[config.mk]
export PLATFORM = sky130hd
export DESIGN_NAME = lane_change_decision_fsm_top_flat
export DESIGN_NICKNAME = d
export VERILOG_FILES = /design/src/rtl/lcd_pkg.sv /design/src/rtl/lcd_if.sv /design/src/rtl/lane_change_decision_fsm_top.sv /design/src/rtl/lcd_cfg.sv /design/src/rtl/lcd_sq.sv /design/src/rtl/lcd_core.sv /design/src/flat_wrapper.sv
export SDC_FILE = /design/constraint.sdc
export NUM_CORES = 2
export LEC_CHECK = 0
export ABC_AREA = 1
export BUFFER_PORTS_ARGS = -buffer_cell sky130_fd_sc_hd__buf_2
export CORE_UTILIZATION = 55
export CTS_BUF_LIST = sky130_fd_sc_hd__clkbuf_2
export DETAILED_ROUTE_END_ITERATION = 8
export PLACE_DENSITY = 0.83
export SETUP_SLACK_MARGIN = 0.5
export SYNTH_ARGS = -nofsm -noshare
export SYNTH_HDL_FRONTEND = slang
export SYNTH_HIERARCHICAL = 1
export SYNTH_SLANG_ARGS = --single-unit
[constraint.sdc]
create_clock -name clk_i -period 7.6 [get_ports clk_i]
set_clock_uncertainty 0.1 [all_clocks]
set_input_delay 1.52 -clock clk_i [delete_from_list [all_inputs] [get_ports clk_i]]
set_output_delay 1.52 -clock clk_i [all_outputs]
set_load 0.02 [all_outputs]
[src/rtl/lcd_pkg.sv]
// Shared types, codes and constants of the lane-change decision block.
package lcd_pkg;

  // Field widths of the input, squaring-stage and configuration words.
  localparam int unsigned S_W       = 17;
  localparam int unsigned D_W       = 13;
  localparam int unsigned SPD_W     = 11;
  localparam int unsigned ID_W      = 8;
  localparam int unsigned V_W       = 12;
  localparam int unsigned SQ_W      = 23;
  localparam int unsigned CFG_W     = 12;
  localparam int unsigned CFG_IDX_W = 3;

  // Item kinds.
  localparam logic ACT_EGO = 1'b0;
  localparam logic ACT_CAR = 1'b1;

  // Planner mode codes.
  localparam logic [2:0] MODE_STARTUP = 3'd0;
  localparam logic [2:0] MODE_KEEP    = 3'd1;
  localparam logic [2:0] MODE_PREP    = 3'd2;
  localparam logic [2:0] MODE_CHG_L   = 3'd3;
  localparam logic [2:0] MODE_CHG_R   = 3'd4;

  // Configuration register indexes.
  localparam logic [CFG_IDX_W-1:0] CFG_CRUISE     = 3'd0;
  localparam logic [CFG_IDX_W-1:0] CFG_STARTUP    = 3'd1;
  localparam logic [CFG_IDX_W-1:0] CFG_FRONT_GAP  = 3'd2;
  localparam logic [CFG_IDX_W-1:0] CFG_SLOW_GAP   = 3'd3;
  localparam logic [CFG_IDX_W-1:0] CFG_HEAVY_GAP  = 3'd4;
  localparam logic [CFG_IDX_W-1:0] CFG_REAR_HIGH  = 3'd5;
  localparam logic [CFG_IDX_W-1:0] CFG_REAR_MID   = 3'd6;
  localparam logic [CFG_IDX_W-1:0] CFG_REAR_LOW   = 3'd7;

  // Fixed-point constants (speeds 1/16 mph, d in 1/256 m).
  localparam logic [ID_W-1:0]  NO_CAR        = 8'd255;
  localparam logic [1:0]       NO_LANE       = 2'd3;
  localparam logic [11:0]      FASTER_MARGIN = 12'd48;
  localparam logic [10:0]      HIGH_SPEED    = 11'd640;
  localparam logic [10:0]      MID_SPEED     = 11'd528;
  localparam logic [9:0]       HALF_LANE     = 10'h200;
  localparam logic signed [13:0] CENTER_TOL  = 14'sd256;
  localparam logic signed [12:0] MOVE_STEP   = 13'sd16;
  localparam logic signed [12:0] SPEED_MAX   = 13'sd2047;
  localparam logic [SQ_W-1:0]  SQ_MAX        = 23'h7FFFFF;

  // Configuration register file contents.
  typedef struct packed {
    logic [10:0]      cruise_speed;
    logic [7:0]       startup_delta;
    logic [CFG_W-1:0] front_gap;
    logic [CFG_W-1:0] slow_gap;
    logic [CFG_W-1:0] heavy_slow_gap;
    logic [CFG_W-1:0] rear_gap_high;
    logic [CFG_W-1:0] rear_gap_mid;
    logic [CFG_W-1:0] rear_gap_low;
  } cfg_t;

  // Word handed from the squaring stage to the decision core.
  typedef struct packed {
    logic                  action;
    logic [S_W-1:0]        pos_s;
    logic signed [D_W-1:0] pos_d;
    logic [SPD_W-1:0]      ego_speed;
    logic [ID_W-1:0]       car_id;
    logic                  last;
    logic [SQ_W-1:0]       sq0;
    logic [SQ_W-1:0]       sq1;
  } sq_word_t;

  // Lane of a lateral offset: below 4 m lane 0, below 8 m lane 1, else lane 2.
  function automatic logic [1:0] lane_of(input logic signed [D_W-1:0] d);
    logic [1:0] lane;
    if (d[D_W-1] || (d[D_W-2:D_W-3] == 2'b00)) begin
      lane = 2'd0;
    end else if (!d[D_W-2]) begin
      lane = 2'd1;
    end else begin
      lane = 2'd2;
    end
    return lane;
  endfunction

endpackage

[src/rtl/lcd_if.sv]
// Valid/ready channel interfaces for input words and result words.
interface lcd_in_if import lcd_pkg::*; ();
  logic                  valid;
  logic                  ready;
  logic                  action;
  logic [S_W-1:0]        pos_s;
  logic signed [D_W-1:0] pos_d;
  logic [SPD_W-1:0]      ego_speed;
  logic [ID_W-1:0]       car_id;
  logic signed [V_W-1:0] vel_x;
  logic signed [V_W-1:0] vel_y;
  logic                  last;

  modport source (output valid, action, pos_s, pos_d, ego_speed, car_id, vel_x, vel_y, last,
                  input ready);
  modport sink   (input valid, action, pos_s, pos_d, ego_speed, car_id, vel_x, vel_y, last,
                  output ready);
endinterface

interface lcd_out_if;
  logic               valid;
  logic               ready;
  logic [2:0]         plan_state;
  logic [1:0]         plan_lane;
  logic signed [11:0] plan_speed;
  logic [1:0]         smooth_factor;
  logic [7:0]         ahead_id;

  modport source (output valid, plan_state, plan_lane, plan_speed, smooth_factor, ahead_id,
                  input ready);
  modport sink   (input valid, plan_state, plan_lane, plan_speed, smooth_factor, ahead_id,
                  output ready);
endinterface

[src/rtl/lane_change_decision_fsm_top.sv]
// Top level of the lane-change decision block.
// The block takes one word per clock cycle, ego and vehicle words alike. A
// frame-closing word passes through the input register, while the squaring
// logic forms the velocity squares (or the ego speed squares), and then the
// squaring-stage register, while the decision core updates the frame state
// and loads the result register. Throughput drops only while a result waits in
// the result register and the next word also closes a frame. Configuration
// writes take effect on the next cycle.
module lane_change_decision_fsm_top import lcd_pkg::*; (
  input  logic                 clk_i,
  input  logic                 rst_ni,
  input  logic                 cfg_we_i,
  input  logic [CFG_IDX_W-1:0] cfg_idx_i,
  input  logic [CFG_W-1:0]     cfg_data_i,
  lcd_in_if.sink               in_i,
  lcd_out_if.source            out_o
);

  cfg_t     cfg;
  sq_word_t sq_word;
  logic     sq_valid, core_ready;

  // Configuration registers.
  lcd_cfg u_cfg (
    .clk_i      (clk_i),
    .rst_ni     (rst_ni),
    .cfg_we_i   (cfg_we_i),
    .cfg_idx_i  (cfg_idx_i),
    .cfg_data_i (cfg_data_i),
    .cfg_o      (cfg)
  );

  // Input register and squaring stage.
  lcd_sq u_sq (
    .clk_i   (clk_i),
    .rst_ni  (rst_ni),
    .in_i    (in_i),
    .word_o  (sq_word),
    .valid_o (sq_valid),
    .ready_i (core_ready)
  );

  // Decision core and result register.
  lcd_core u_core (
    .clk_i   (clk_i),
    .rst_ni  (rst_ni),
    .cfg_i   (cfg),
    .word_i  (sq_word),
    .valid_i (sq_valid),
    .ready_o (core_ready),
    .out_o   (out_o)
  );

endmodule

[src/rtl/lcd_cfg.sv]
// Configuration register file with its write port.
module lcd_cfg import lcd_pkg::*; (
  input  logic                 clk_i,
  input  logic                 rst_ni,
  input  logic                 cfg_we_i,
  input  logic [CFG_IDX_W-1:0] cfg_idx_i,
  input  logic [CFG_W-1:0]     cfg_data_i,
  output cfg_t                 cfg_o
);

  cfg_t cfg_q;

  // Register writes decoded by index.
  always_ff @(posedge clk_i or negedge rst_ni) begin
    if (!rst_ni) begin
      cfg_q.cruise_speed   <= 11'd720;
      cfg_q.startup_delta  <= 8'd48;
      cfg_q.front_gap      <= 12'd640;
      cfg_q.slow_gap       <= 12'd560;
      cfg_q.heavy_slow_gap <= 12'd320;
      cfg_q.rear_gap_high  <= 12'd320;
      cfg_q.rear_gap_mid   <= 12'd560;
      cfg_q.rear_gap_low   <= 12'd800;
    end else if (cfg_we_i) begin
      unique case (cfg_idx_i)
        CFG_CRUISE:    cfg_q.cruise_speed   <= cfg_data_i[10:0];
        CFG_STARTUP:   cfg_q.startup_delta  <= cfg_data_i[7:0];
        CFG_FRONT_GAP: cfg_q.front_gap      <= cfg_data_i;
        CFG_SLOW_GAP:  cfg_q.slow_gap       <= cfg_data_i;
        CFG_HEAVY_GAP: cfg_q.heavy_slow_gap <= cfg_data_i;
        CFG_REAR_HIGH: cfg_q.rear_gap_high  <= cfg_data_i;
        CFG_REAR_MID:  cfg_q.rear_gap_mid   <= cfg_data_i;
        CFG_REAR_LOW:  cfg_q.rear_gap_low   <= cfg_data_i;
        default: ;
      endcase
    end
  end

  assign cfg_o = cfg_q;

endmodule

[src/rtl/lcd_sq.sv]
// Input register and squaring stage: two squares per word, registered for the core.
module lcd_sq import lcd_pkg::*; (
  input  logic      clk_i,
  input  logic      rst_ni,
  lcd_in_if.sink    in_i,
  output sq_word_t  word_o,
  output logic      valid_o,
  input  logic      ready_i
);

  typedef struct packed {
    logic                  action;
    logic [S_W-1:0]        pos_s;
    logic signed [D_W-1:0] pos_d;
    logic [SPD_W-1:0]      ego_speed;
    logic [ID_W-1:0]       car_id;
    logic signed [V_W-1:0] vel_x;
    logic signed [V_W-1:0] vel_y;
    logic                  last;
  } in_word_t;

  logic     a_valid_q, b_valid_q;
  in_word_t a_q;
  sq_word_t b_q, b_d;
  logic     b_free, a_adv;
  logic [V_W-1:0]        lim;
  logic signed [V_W:0]   op0, op1;
  logic signed [2*V_W+1:0] prod0, prod1;

  // Handshake between the two stages and the core.
  assign b_free     = !b_valid_q || ready_i;
  assign a_adv      = a_valid_q && b_free;
  assign in_i.ready = !a_valid_q || a_adv;
  assign valid_o    = b_valid_q;
  assign word_o     = b_q;

  // Vehicle words square the velocity components; ego words square the
  // ego speed and the ego speed plus the faster-car margin.
  always_comb begin
    lim = {1'b0, a_q.ego_speed} + FASTER_MARGIN;
    if (a_q.action == ACT_CAR) begin
      op0 = {a_q.vel_x[V_W-1], a_q.vel_x};
      op1 = {a_q.vel_y[V_W-1], a_q.vel_y};
    end else begin
      op0 = $signed({2'b00, a_q.ego_speed});
      op1 = $signed({1'b0, lim});
    end
    prod0 = $signed({{(V_W+1){op0[V_W]}}, op0}) * $signed({{(V_W+1){op0[V_W]}}, op0});
    prod1 = $signed({{(V_W+1){op1[V_W]}}, op1}) * $signed({{(V_W+1){op1[V_W]}}, op1});
    b_d.action    = a_q.action;
    b_d.pos_s     = a_q.pos_s;
    b_d.pos_d     = a_q.pos_d;
    b_d.ego_speed = a_q.ego_speed;
    b_d.car_id    = a_q.car_id;
    b_d.last      = a_q.last;
    b_d.sq0       = prod0[SQ_W-1:0];
    b_d.sq1       = prod1[SQ_W-1:0];
  end

  // Stage valid flags.
  always_ff @(posedge clk_i or negedge rst_ni) begin
    if (!rst_ni) begin
      a_valid_q <= 1'b0;
      b_valid_q <= 1'b0;
    end else begin
      if (in_i.ready) a_valid_q <= in_i.valid;
      if (b_free)     b_valid_q <= a_valid_q;
    end
  end

  // Stage payloads.
  always_ff @(posedge clk_i) begin
    if (in_i.valid && in_i.ready) begin
      a_q.action    <= in_i.action;
      a_q.pos_s     <= in_i.pos_s;
      a_q.pos_d     <= in_i.pos_d;
      a_q.ego_speed <= in_i.ego_speed;
      a_q.car_id    <= in_i.car_id;
      a_q.vel_x     <= in_i.vel_x;
      a_q.vel_y     <= in_i.vel_y;
      a_q.last      <= in_i.last;
    end
    if (a_adv) b_q <= b_d;
  end

endmodule

[src/rtl/lcd_core.sv]
// Decision core: frame state, vehicle classification, mode update and result register.
module lcd_core import lcd_pkg::*; (
  input  logic      clk_i,
  input  logic      rst_ni,
  input  cfg_t      cfg_i,
  input  sq_word_t  word_i,
  input  logic      valid_i,
  output logic      ready_o,
  lcd_out_if.source out_o
);

  typedef struct packed {
    logic [2:0]         plan_state;
    logic [1:0]         plan_lane;
    logic signed [11:0] plan_speed;
    logic [1:0]         smooth_factor;
    logic [7:0]         ahead_id;
  } res_t;

  // Planner state.
  logic [2:0]            mode_q, mode_n;
  logic [ID_W-1:0]       lead_id_q, lead_id_n;
  logic [1:0]            goal_q, goal_n;
  logic [S_W-1:0]        frame_s_q;
  logic signed [D_W-1:0] frame_d_q;
  logic [SPD_W-1:0]      frame_speed_q;
  logic [SQ_W-1:0]       frame_sq_q, frame_lim_sq_q;
  logic                  trig_q, trig_n;
  logic [S_W-1:0]        lead_s_q, lead_s_n;
  logic [SQ_W-1:0]       lead_sq_q, lead_sq_n;
  logic [1:0]            side_q, side_n;

  logic o_valid_q, o_take, fire, is_ego;
  res_t o_q, res;

  logic [S_W-1:0]        eff_s;
  logic signed [D_W-1:0] eff_d;
  logic [SPD_W-1:0]      eff_speed;
  logic [SQ_W-1:0]       eff_sq, eff_lim, vsq;
  logic [SQ_W:0]         vsq_sum;
  logic [1:0]            ego_lane, car_lane;
  logic                  ahead, front, rear, faster, changing;
  logic [CFG_W-1:0]      need;
  logic [S_W-1:0]        fwd_dist, back_dist;
  logic signed [13:0]    diff;
  logic signed [S_W:0]   gap;
  logic signed [12:0]    spd_x, cruise_x, spd;

  // Result register handshake; a frame-closing word waits for room.
  assign o_take  = o_valid_q && out_o.ready;
  assign ready_o = !word_i.last || !o_valid_q || o_take;
  assign fire    = valid_i && ready_o;

  // Vehicle classification and frame-end decision.
  always_comb begin
    is_ego    = (word_i.action == ACT_EGO);
    eff_s     = is_ego ? word_i.pos_s     : frame_s_q;
    eff_d     = is_ego ? word_i.pos_d     : frame_d_q;
    eff_speed = is_ego ? word_i.ego_speed : frame_speed_q;
    eff_sq    = is_ego ? word_i.sq0       : frame_sq_q;
    eff_lim   = is_ego ? word_i.sq1       : frame_lim_sq_q;

    vsq_sum = {1'b0, word_i.sq0} + {1'b0, word_i.sq1};
    vsq     = vsq_sum[SQ_W] ? SQ_MAX : vsq_sum[SQ_W-1:0];

    ego_lane  = lane_of(eff_d);
    car_lane  = lane_of(word_i.pos_d);
    ahead     = word_i.pos_s > eff_s;
    fwd_dist  = word_i.pos_s - eff_s;
    back_dist = eff_s - word_i.pos_s;
    front     = ahead && (fwd_dist < {5'b0, cfg_i.front_gap}) && (vsq <= eff_lim);
    if (eff_speed >= HIGH_SPEED) begin
      need = cfg_i.rear_gap_high;
    end else if (eff_speed >= MID_SPEED) begin
      need = cfg_i.rear_gap_mid;
    end else begin
      need = cfg_i.rear_gap_low;
    end
    rear = !ahead && (back_dist < {5'b0, need});

    // Per-word state update.
    trig_n    = trig_q;
    side_n    = side_q;
    lead_id_n = lead_id_q;
    lead_s_n  = lead_s_q;
    lead_sq_n = lead_sq_q;
    if (is_ego) begin
      trig_n = 1'b0;
      side_n = 2'b00;
    end else begin
      case (mode_q)
        MODE_KEEP: begin
          if (!trig_q && (car_lane == ego_lane) && front) begin
            trig_n    = 1'b1;
            lead_id_n = word_i.car_id;
            lead_s_n  = word_i.pos_s;
            lead_sq_n = vsq;
          end
        end
        MODE_PREP: begin
          if (word_i.car_id == lead_id_q) begin
            lead_s_n  = word_i.pos_s;
            lead_sq_n = vsq;
          end
          if (front || rear) begin
            if ((ego_lane != 2'd0) && (car_lane == ego_lane - 2'd1)) side_n[0] = 1'b1;
            if ((ego_lane != 2'd2) && (car_lane == ego_lane + 2'd1)) side_n[1] = 1'b1;
          end
        end
        default: ;
      endcase
    end

    // Mode transition at frame end.
    mode_n = mode_q;
    goal_n = goal_q;
    diff   = $signed({eff_d[D_W-1], eff_d}) - $signed({2'b00, goal_q, HALF_LANE});
    unique case (mode_q)
      MODE_STARTUP: begin
        if (eff_speed >= cfg_i.cruise_speed) mode_n = MODE_KEEP;
      end
      MODE_KEEP: begin
        if (trig_n) mode_n = MODE_PREP;
      end
      MODE_PREP: begin
        if ((ego_lane != 2'd0) && !side_n[0]) begin
          mode_n = MODE_CHG_L;
          goal_n = ego_lane - 2'd1;
        end else if ((ego_lane != 2'd2) && !side_n[1]) begin
          mode_n = MODE_CHG_R;
          goal_n = ego_lane + 2'd1;
        end
      end
      MODE_CHG_L, MODE_CHG_R: begin
        if ((diff > -CENTER_TOL) && (diff < CENTER_TOL)) mode_n = MODE_KEEP;
      end
      default: ;
    endcase

    // Planned speed for the new mode, saturated at the top.
    spd_x    = $signed({2'b00, eff_speed});
    cruise_x = $signed({2'b00, cfg_i.cruise_speed});
    gap      = $signed({1'b0, lead_s_n}) - $signed({1'b0, eff_s});
    faster   = eff_sq > lead_sq_n;
    if (mode_n == MODE_STARTUP) begin
      spd = spd_x + $signed({5'b0, cfg_i.startup_delta});
    end else if (mode_n == MODE_PREP) begin
      if ((gap < $signed({6'b0, cfg_i.heavy_slow_gap})) && faster) begin
        spd = spd_x - (MOVE_STEP <<< 1);
      end else if ((gap < $signed({6'b0, cfg_i.slow_gap})) && faster) begin
        spd = spd_x - MOVE_STEP;
      end else if ((gap > $signed({6'b0, cfg_i.heavy_slow_gap})) &&
                   (eff_speed < cfg_i.cruise_speed)) begin
        spd = spd_x + MOVE_STEP;
      end else begin
        spd = cruise_x;
      end
    end else if (eff_speed < cfg_i.cruise_speed) begin
      spd = spd_x + (MOVE_STEP <<< 1);
    end else begin
      spd = cruise_x;
    end
    if (spd > SPEED_MAX) spd = SPEED_MAX;

    changing          = (mode_n == MODE_CHG_L) || (mode_n == MODE_CHG_R);
    res.plan_state    = mode_n;
    res.plan_lane     = changing ? goal_n : ego_lane;
    res.plan_speed    = spd[11:0];
    res.smooth_factor = changing ? 2'd2 : 2'd1;
    res.ahead_id      = lead_id_n;
  end

  // Frame and planner state registers.
  always_ff @(posedge clk_i or negedge rst_ni) begin
    if (!rst_ni) begin
      mode_q         <= MODE_STARTUP;
      lead_id_q      <= NO_CAR;
      goal_q         <= NO_LANE;
      frame_s_q      <= '0;
      frame_d_q      <= '0;
      frame_speed_q  <= '0;
      frame_sq_q     <= '0;
      frame_lim_sq_q <= SQ_W'({12'd0, FASTER_MARGIN} * {12'd0, FASTER_MARGIN});
      trig_q         <= 1'b0;
      lead_s_q       <= '0;
      lead_sq_q      <= '0;
      side_q         <= 2'b00;
    end else if (fire) begin
      if (is_ego) begin
        frame_s_q      <= word_i.pos_s;
        frame_d_q      <= word_i.pos_d;
        frame_speed_q  <= word_i.ego_speed;
        frame_sq_q     <= word_i.sq0;
        frame_lim_sq_q <= word_i.sq1;
      end
      trig_q    <= trig_n;
      side_q    <= side_n;
      lead_id_q <= lead_id_n;
      lead_s_q  <= lead_s_n;
      lead_sq_q <= lead_sq_n;
      if (word_i.last) begin
        mode_q <= mode_n;
        goal_q <= goal_n;
      end
    end
  end

  // Result register.
  always_ff @(posedge clk_i or negedge rst_ni) begin
    if (!rst_ni) begin
      o_valid_q <= 1'b0;
    end else if (fire && word_i.last) begin
      o_valid_q <= 1'b1;
    end else if (o_take) begin
      o_valid_q <= 1'b0;
    end
  end

  always_ff @(posedge clk_i) begin
    if (fire && word_i.last) o_q <= res;
  end

  assign out_o.valid         = o_valid_q;
  assign out_o.plan_state    = o_q.plan_state;
  assign out_o.plan_lane     = o_q.plan_lane;
  assign out_o.plan_speed    = o_q.plan_speed;
  assign out_o.smooth_factor = o_q.smooth_factor;
  assign out_o.ahead_id      = o_q.ahead_id;

  // A word that does not close a frame never changes the result valid flag while no result is taken.
  a_no_result : assert property (@(posedge clk_i) disable iff (!rst_ni)
    (fire && !word_i.last && !o_take) |=> (o_valid_q == $past(o_valid_q)))
    else $error("result appeared for a word that does not close a frame");

  // A frame-closing word is only taken when the result register has room.
  a_no_overwrite : assert property (@(posedge clk_i) disable iff (!rst_ni)
    (fire && word_i.last) |-> (!o_valid_q || o_take))
    else $error("pending result overwritten");

  // The mode never leaves the defined codes.
  a_mode_range : assert property (@(posedge clk_i) disable iff (!rst_ni)
    (mode_q <= MODE_CHG_R))
    else $error("mode holds an unused code");

  // In the change modes a target lane has been chosen.
  a_goal_set : assert property (@(posedge clk_i) disable iff (!rst_ni)
    ((mode_q == MODE_CHG_L) || (mode_q == MODE_CHG_R)) |-> (goal_q != NO_LANE))
    else $error("change mode without target lane");

  // An ego word restarts the frame flags.
  a_frame_restart : assert property (@(posedge clk_i) disable iff (!rst_ni)
    (fire && is_ego) |=> (!trig_q && (side_q == 2'b00)))
    else $error("frame flags not cleared by ego word");

endmodule
[src/flat_wrapper.sv]
// flat-port wrapper written by rule: the top's interface ports become plain ports
module lane_change_decision_fsm_top_flat import lcd_pkg::*;
  (clk_i, rst_ni, cfg_we_i, cfg_idx_i, cfg_data_i, in_i_valid, in_i_action, in_i_pos_s, in_i_pos_d, in_i_ego_speed, in_i_car_id, in_i_vel_x, in_i_vel_y, in_i_last, in_i_ready, out_o_valid, out_o_plan_state, out_o_plan_lane, out_o_plan_speed, out_o_smooth_factor, out_o_ahead_id, out_o_ready);
  lcd_in_if in_i_i ();
  lcd_out_if out_o_i ();
  input  logic clk_i;
  input  logic rst_ni;
  input  logic cfg_we_i;
  input  logic [CFG_IDX_W-1:0] cfg_idx_i;
  input  logic [CFG_W-1:0] cfg_data_i;
  input wire logic [$bits(in_i_i.valid)-1:0] in_i_valid;
  input wire logic [$bits(in_i_i.action)-1:0] in_i_action;
  input wire logic [$bits(in_i_i.pos_s)-1:0] in_i_pos_s;
  input wire logic [$bits(in_i_i.pos_d)-1:0] in_i_pos_d;
  input wire logic [$bits(in_i_i.ego_speed)-1:0] in_i_ego_speed;
  input wire logic [$bits(in_i_i.car_id)-1:0] in_i_car_id;
  input wire logic [$bits(in_i_i.vel_x)-1:0] in_i_vel_x;
  input wire logic [$bits(in_i_i.vel_y)-1:0] in_i_vel_y;
  input wire logic [$bits(in_i_i.last)-1:0] in_i_last;
  output wire logic [$bits(in_i_i.ready)-1:0] in_i_ready;
  output wire logic [$bits(out_o_i.valid)-1:0] out_o_valid;
  output wire logic [$bits(out_o_i.plan_state)-1:0] out_o_plan_state;
  output wire logic [$bits(out_o_i.plan_lane)-1:0] out_o_plan_lane;
  output wire logic [$bits(out_o_i.plan_speed)-1:0] out_o_plan_speed;
  output wire logic [$bits(out_o_i.smooth_factor)-1:0] out_o_smooth_factor;
  output wire logic [$bits(out_o_i.ahead_id)-1:0] out_o_ahead_id;
  input wire logic [$bits(out_o_i.ready)-1:0] out_o_ready;
  assign in_i_i.valid = in_i_valid;
  assign in_i_i.action = in_i_action;
  assign in_i_i.pos_s = in_i_pos_s;
  assign in_i_i.pos_d = in_i_pos_d;
  assign in_i_i.ego_speed = in_i_ego_speed;
  assign in_i_i.car_id = in_i_car_id;
  assign in_i_i.vel_x = in_i_vel_x;
  assign in_i_i.vel_y = in_i_vel_y;
  assign in_i_i.last = in_i_last;
  assign in_i_ready = in_i_i.ready;
  assign out_o_valid = out_o_i.valid;
  assign out_o_plan_state = out_o_i.plan_state;
  assign out_o_plan_lane = out_o_i.plan_lane;
  assign out_o_plan_speed = out_o_i.plan_speed;
  assign out_o_smooth_factor = out_o_i.smooth_factor;
  assign out_o_ahead_id = out_o_i.ahead_id;
  assign out_o_i.ready = out_o_ready;
  lane_change_decision_fsm_top u_core (.clk_i(clk_i), .rst_ni(rst_ni), .cfg_we_i(cfg_we_i), .cfg_idx_i(cfg_idx_i), .cfg_data_i(cfg_data_i), .in_i(in_i_i), .out_o(out_o_i));
endmodule
==> flow_metrics.py <==
metrics = {
    "timing": {
        "hold_viol_final": 0,
        "rsz0062_at_grt": "true",
        "finalCritPeriodShare": 0.989,
        "setup_tns_ps": 0,
        "fmax_ghz": 0.133,
        "slew_violations": 0,
        "layout_setup_ws_ps": 80.2,
        "finalSetupViolCount": 0,
        "relSlewSlack": 0.246,
        "tightest_slew_ps": 1130,
        "fin_crit_ps": 7520,
    },
    "place": {
        "place.gp.congestion": 1.02,
        "dp_slack_ps": -144,
        "placedInstanceArea_um2": 39200,
        "io_buffers": 123,
        "dp_hpwl_um": 75500,
    },
    "hold_path": {
        "hp-class": "reg -> reg",
    },
    "yosys": {
        "synth.distinct_cells": 69,
        "seq_area_frac_synth": 0.317,
        "synth_edf_count": 197,
        "yosysTopAreaCell": "edfxtp_1",
        "syn_inst": 4596,
        "synth.top_cell.area_share": 0.158,
        "yosys_most_used_dff": "dfrtp_1",
        "synth.area.top_cells": "edfxtp_1 (16%), dfrtp_1 (14%), fa_1 (14%)",
        "ys_ff_latch": 434,
        "syn-cell-area_um2": 37500,
        "synth_warnings": 6,
        "synth-async-reset-ratio": 0.546,
        "syn_area_per_cell_um2": 8.15,
    },
    "setup_path": {
        "critPathLaunchType": "flip-flop",
        "worst_path_max_delay_cell": "edfxtp_1",
        "worstSetupPathType": "reg -> reg",
        "path_common_cell": "nand2_2",
        "endpoint_kind": "flip-flop",
        "critPathRequiredTime_ps": 8560,
        "critPathArrivalTime_ps": 8480,
        "path_max_fanout": 7,
        "cpPeakStageDelay_ps": 450,
    },
    "global_routing": {
        "met1_usage": 0.362,
        "overflow": 0,
        "busiest_layer": "met2",
        "grt_pass1_wl_um": 161000,
        "antenna_found_initial": 3,
        "grt_usage": 0.291,
        "use_met2": 0.494,
        "use_met3": 0.0427,
        "grt_max_degree": 120,
        "grt_pass1_vias": 31822,
    },
    "routing": {
        "dr_total_vias": 32381,
        "dr.pass1.iters": 6,
        "routed_wl_um": 103000,
        "wl_per_cell_um": 17.6,
        "ant_nets": 0,
        "drc": 0,
        "drt-initial-drc-count": 3185,
        "avgViaCountPerCell": 5.56,
    },
    "clocking": {
        "cts_buffers": 108,
        "cts-root-buf": "clkbuf_2",
        "clk_pin_slew_worst_paths_ps": 110,
        "clk_path_buf_depth": 3,
        "cts_htree_levels": 3,
        "cts_tree": "built",
        "hold_buffers": 0,
        "clock_latency_ps": 1190,
        "clock-sinks": 434,
    },
    "outcome": {
        "outcome": "completed",
    },
    "layout": {
        "fin_nets": 5518,
        "syn2layout_area_growth_pct": 12.2,
        "seq_area_um2": 11900,
        "final_area_um2": 42100,
        "n_fill_cell": 5504,
        "layout-drive-gt1-share": 0.172,
        "multiInputGateArea_um2": 23100,
        "fin_util": 0.625,
    },
    "floorplanning": {
        "core_area_um2": 67300,
        "start_util": 0.557,
        "die_area_um2": 69200,
        "rows": 95,
        "die_w_um": 263,
        "die_h_um": 263,
        "io_pins": 124,
    },
    "job": {
        "drv_cap": 0,
    },
}
## cells in the final DEF, fill, tap and decap left out, drive strengths merged, types with 6 or more instances in the layout
| master | n |
|---|---|
| dfstp | 33 |
| ha | 318 |
| buf | 288 |
| a21oi | 203 |
| a31oi | 25 |
| nor2 | 337 |
| a21o | 10 |
| clkinv | 49 |
| o211ai | 12 |
| o22ai | 16 |
| nor4 | 8 |
| xnor2 | 26 |
| nor3 | 32 |
| nand2 | 1164 |
| mux2i | 25 |
| nand3 | 188 |
| a22oi | 7 |
| nand4 | 32 |
| inv | 755 |
| dfrtp | 204 |
| clkbuf | 152 |
| a21boi | 6 |
| o21bai | 9 |
| o21ai | 420 |
| xor2 | 93 |
| edfxtp | 197 |
| fa | 254 |
| or2 | 33 |
## area by class of cell
type,count,area share
diodes,4,0.000238
clock buffers,152,0.0181
clock inverters,52,0.00833
inverters,756,0.0680
multi-input cells,3262,0.550
flip-flops and latches,434,0.283
well taps,873,0.0260
repair buffers,289,0.0466
## cells in the mapped netlist, types with 6 or more instances
master	number
a21o_1	10
a21oi_1	192
a21oi_2	7
a22oi_1	7
a31oi_1	25
buf_1	11
buf_2	32
buf_4	9
buf_6	6
clkbuf_1	79
clkbuf_2	9
dfrtp_1	204
dfstp_2	33
edfxtp_1	197
fa_1	254
ha_1	318
inv_1	718
inv_2	34
mux2i_1	25
nand2_1	1138
nand2_2	20
nand2_4	6
nand3_1	179
nand4_1	32
nor2_1	302
nor2_2	30
nor3_1	28
nor4_1	8
o211ai_1	12
o21ai_0	370
o21ai_1	32
o21ai_2	13
o21bai_1	9
o22ai_1	16
or2_2	29
xnor2_1	25
xor2_1	92
## cells by family after synthesis
kind of cell	after synthesis	share of synthesized area
AND/OR/NAND/NOR	1805	0.202
buffers and inverters	902	0.0940
AO/OA/AOI/OAI	738	0.110
adder cells (fa/ha/maj)	572	0.242
flip-flops	434	0.317
XOR/XNOR	119	0.0282
multiplexers	25	0.00668
other	1	0.000100
## metal layers
layer  up-vias  share of wire
met1     15302           0.39
met2      1448           0.48
met3       326          0.074
li1      15305              -
met5         -              0
met4         0          0.051
## registers in the layout, summed over array words and instances, names as in the netlist, 2 cells and up
| name | cells |
|---|---|
| u_core/u_sq/word_o | 95 |
| u_core/u_cfg/cfg_o | 91 |
| u_core/u_sq/a_q | 75 |
| u_core/u_core/frame_lim_sq_q | 23 |
| u_core/u_core/frame_sq_q | 23 |
| u_core/u_core/lead_sq_q | 23 |
| u_core/u_core/frame_s_q | 17 |
| u_core/u_core/lead_s_q | 17 |
| u_core/u_core/frame_d_q | 13 |
| u_core/u_core/out_o.plan_speed | 12 |
| u_core/u_core/frame_speed_q | 11 |
| u_core/u_core/lead_id_q | 8 |
| u_core/u_core/out_o.ahead_id | 8 |
| u_core/u_core/mode_q | 3 |
| u_core/u_core/out_o.plan_state | 3 |
| u_core/u_core/goal_q | 2 |
| u_core/u_core/out_o.plan_lane | 2 |
| u_core/u_core/out_o.smooth_factor | 2 |
| u_core/u_core/side_q | 2 |
## path summary, 6_finish.rpt
check / slack (ps) / cells past startpoint / from / to
min reg2reg: 310 / 0 / u_core/u_sq/a_q[69]$_DFFE_PP_ / u_core/u_sq/word_o[91]$_DFFE_PP_
max: 80 / 51 / u_core/u_sq/word_o[33]$_DFFE_PP_ / u_core/u_core/out_o.plan_speed[8]$_SDFFCE_PN1P_
min: 310 / 0 / u_core/u_sq/a_q[69]$_DFFE_PP_ / u_core/u_sq/word_o[91]$_DFFE_PP_
max reg2reg: 80 / 51 / u_core/u_sq/word_o[33]$_DFFE_PP_ / u_core/u_core/out_o.plan_speed[8]$_SDFFCE_PN1P_
min in group asynchronous: 370 / 1 / rst_ni / u_core/u_core/frame_lim_sq_q[9]$_DFFE_PN0P_
max in group asynchronous: 5600 / 2 / rst_ni / u_core/u_core/frame_sq_q[8]$_DFFE_PN0P_
## metrics by stage
step                hold slack [ps]  instances
floorplan                       300       4597
global placement                300       5521
detailed placement              305       5521
CTS                             273       5788
global route                    274       5822
finish                          308       5822
## timing repair
action	in CTS	in global routing
setup buffers	61	30
pin swaps	77	84
gates cloned	2	0
endpoints found under the setup margin	12	16
gates resized for setup	134	93
endpoints found under the hold margin	0	0
## worst max-delay path, delay by kind of cell (launching register included)
family	cells	cell delay [ps]
and+or+nand+nor	25	2760
xor gates and xnor gates	1	100
DFF	1	450
AOI/OAI and AO/OA	13	1910
adders and majority gates	4	1190
buffers and inverters	8	910
Power is left out: the tool's default activity adds up to more than one toggle a clock period on the data nets, which glitch-free logic cannot reach.
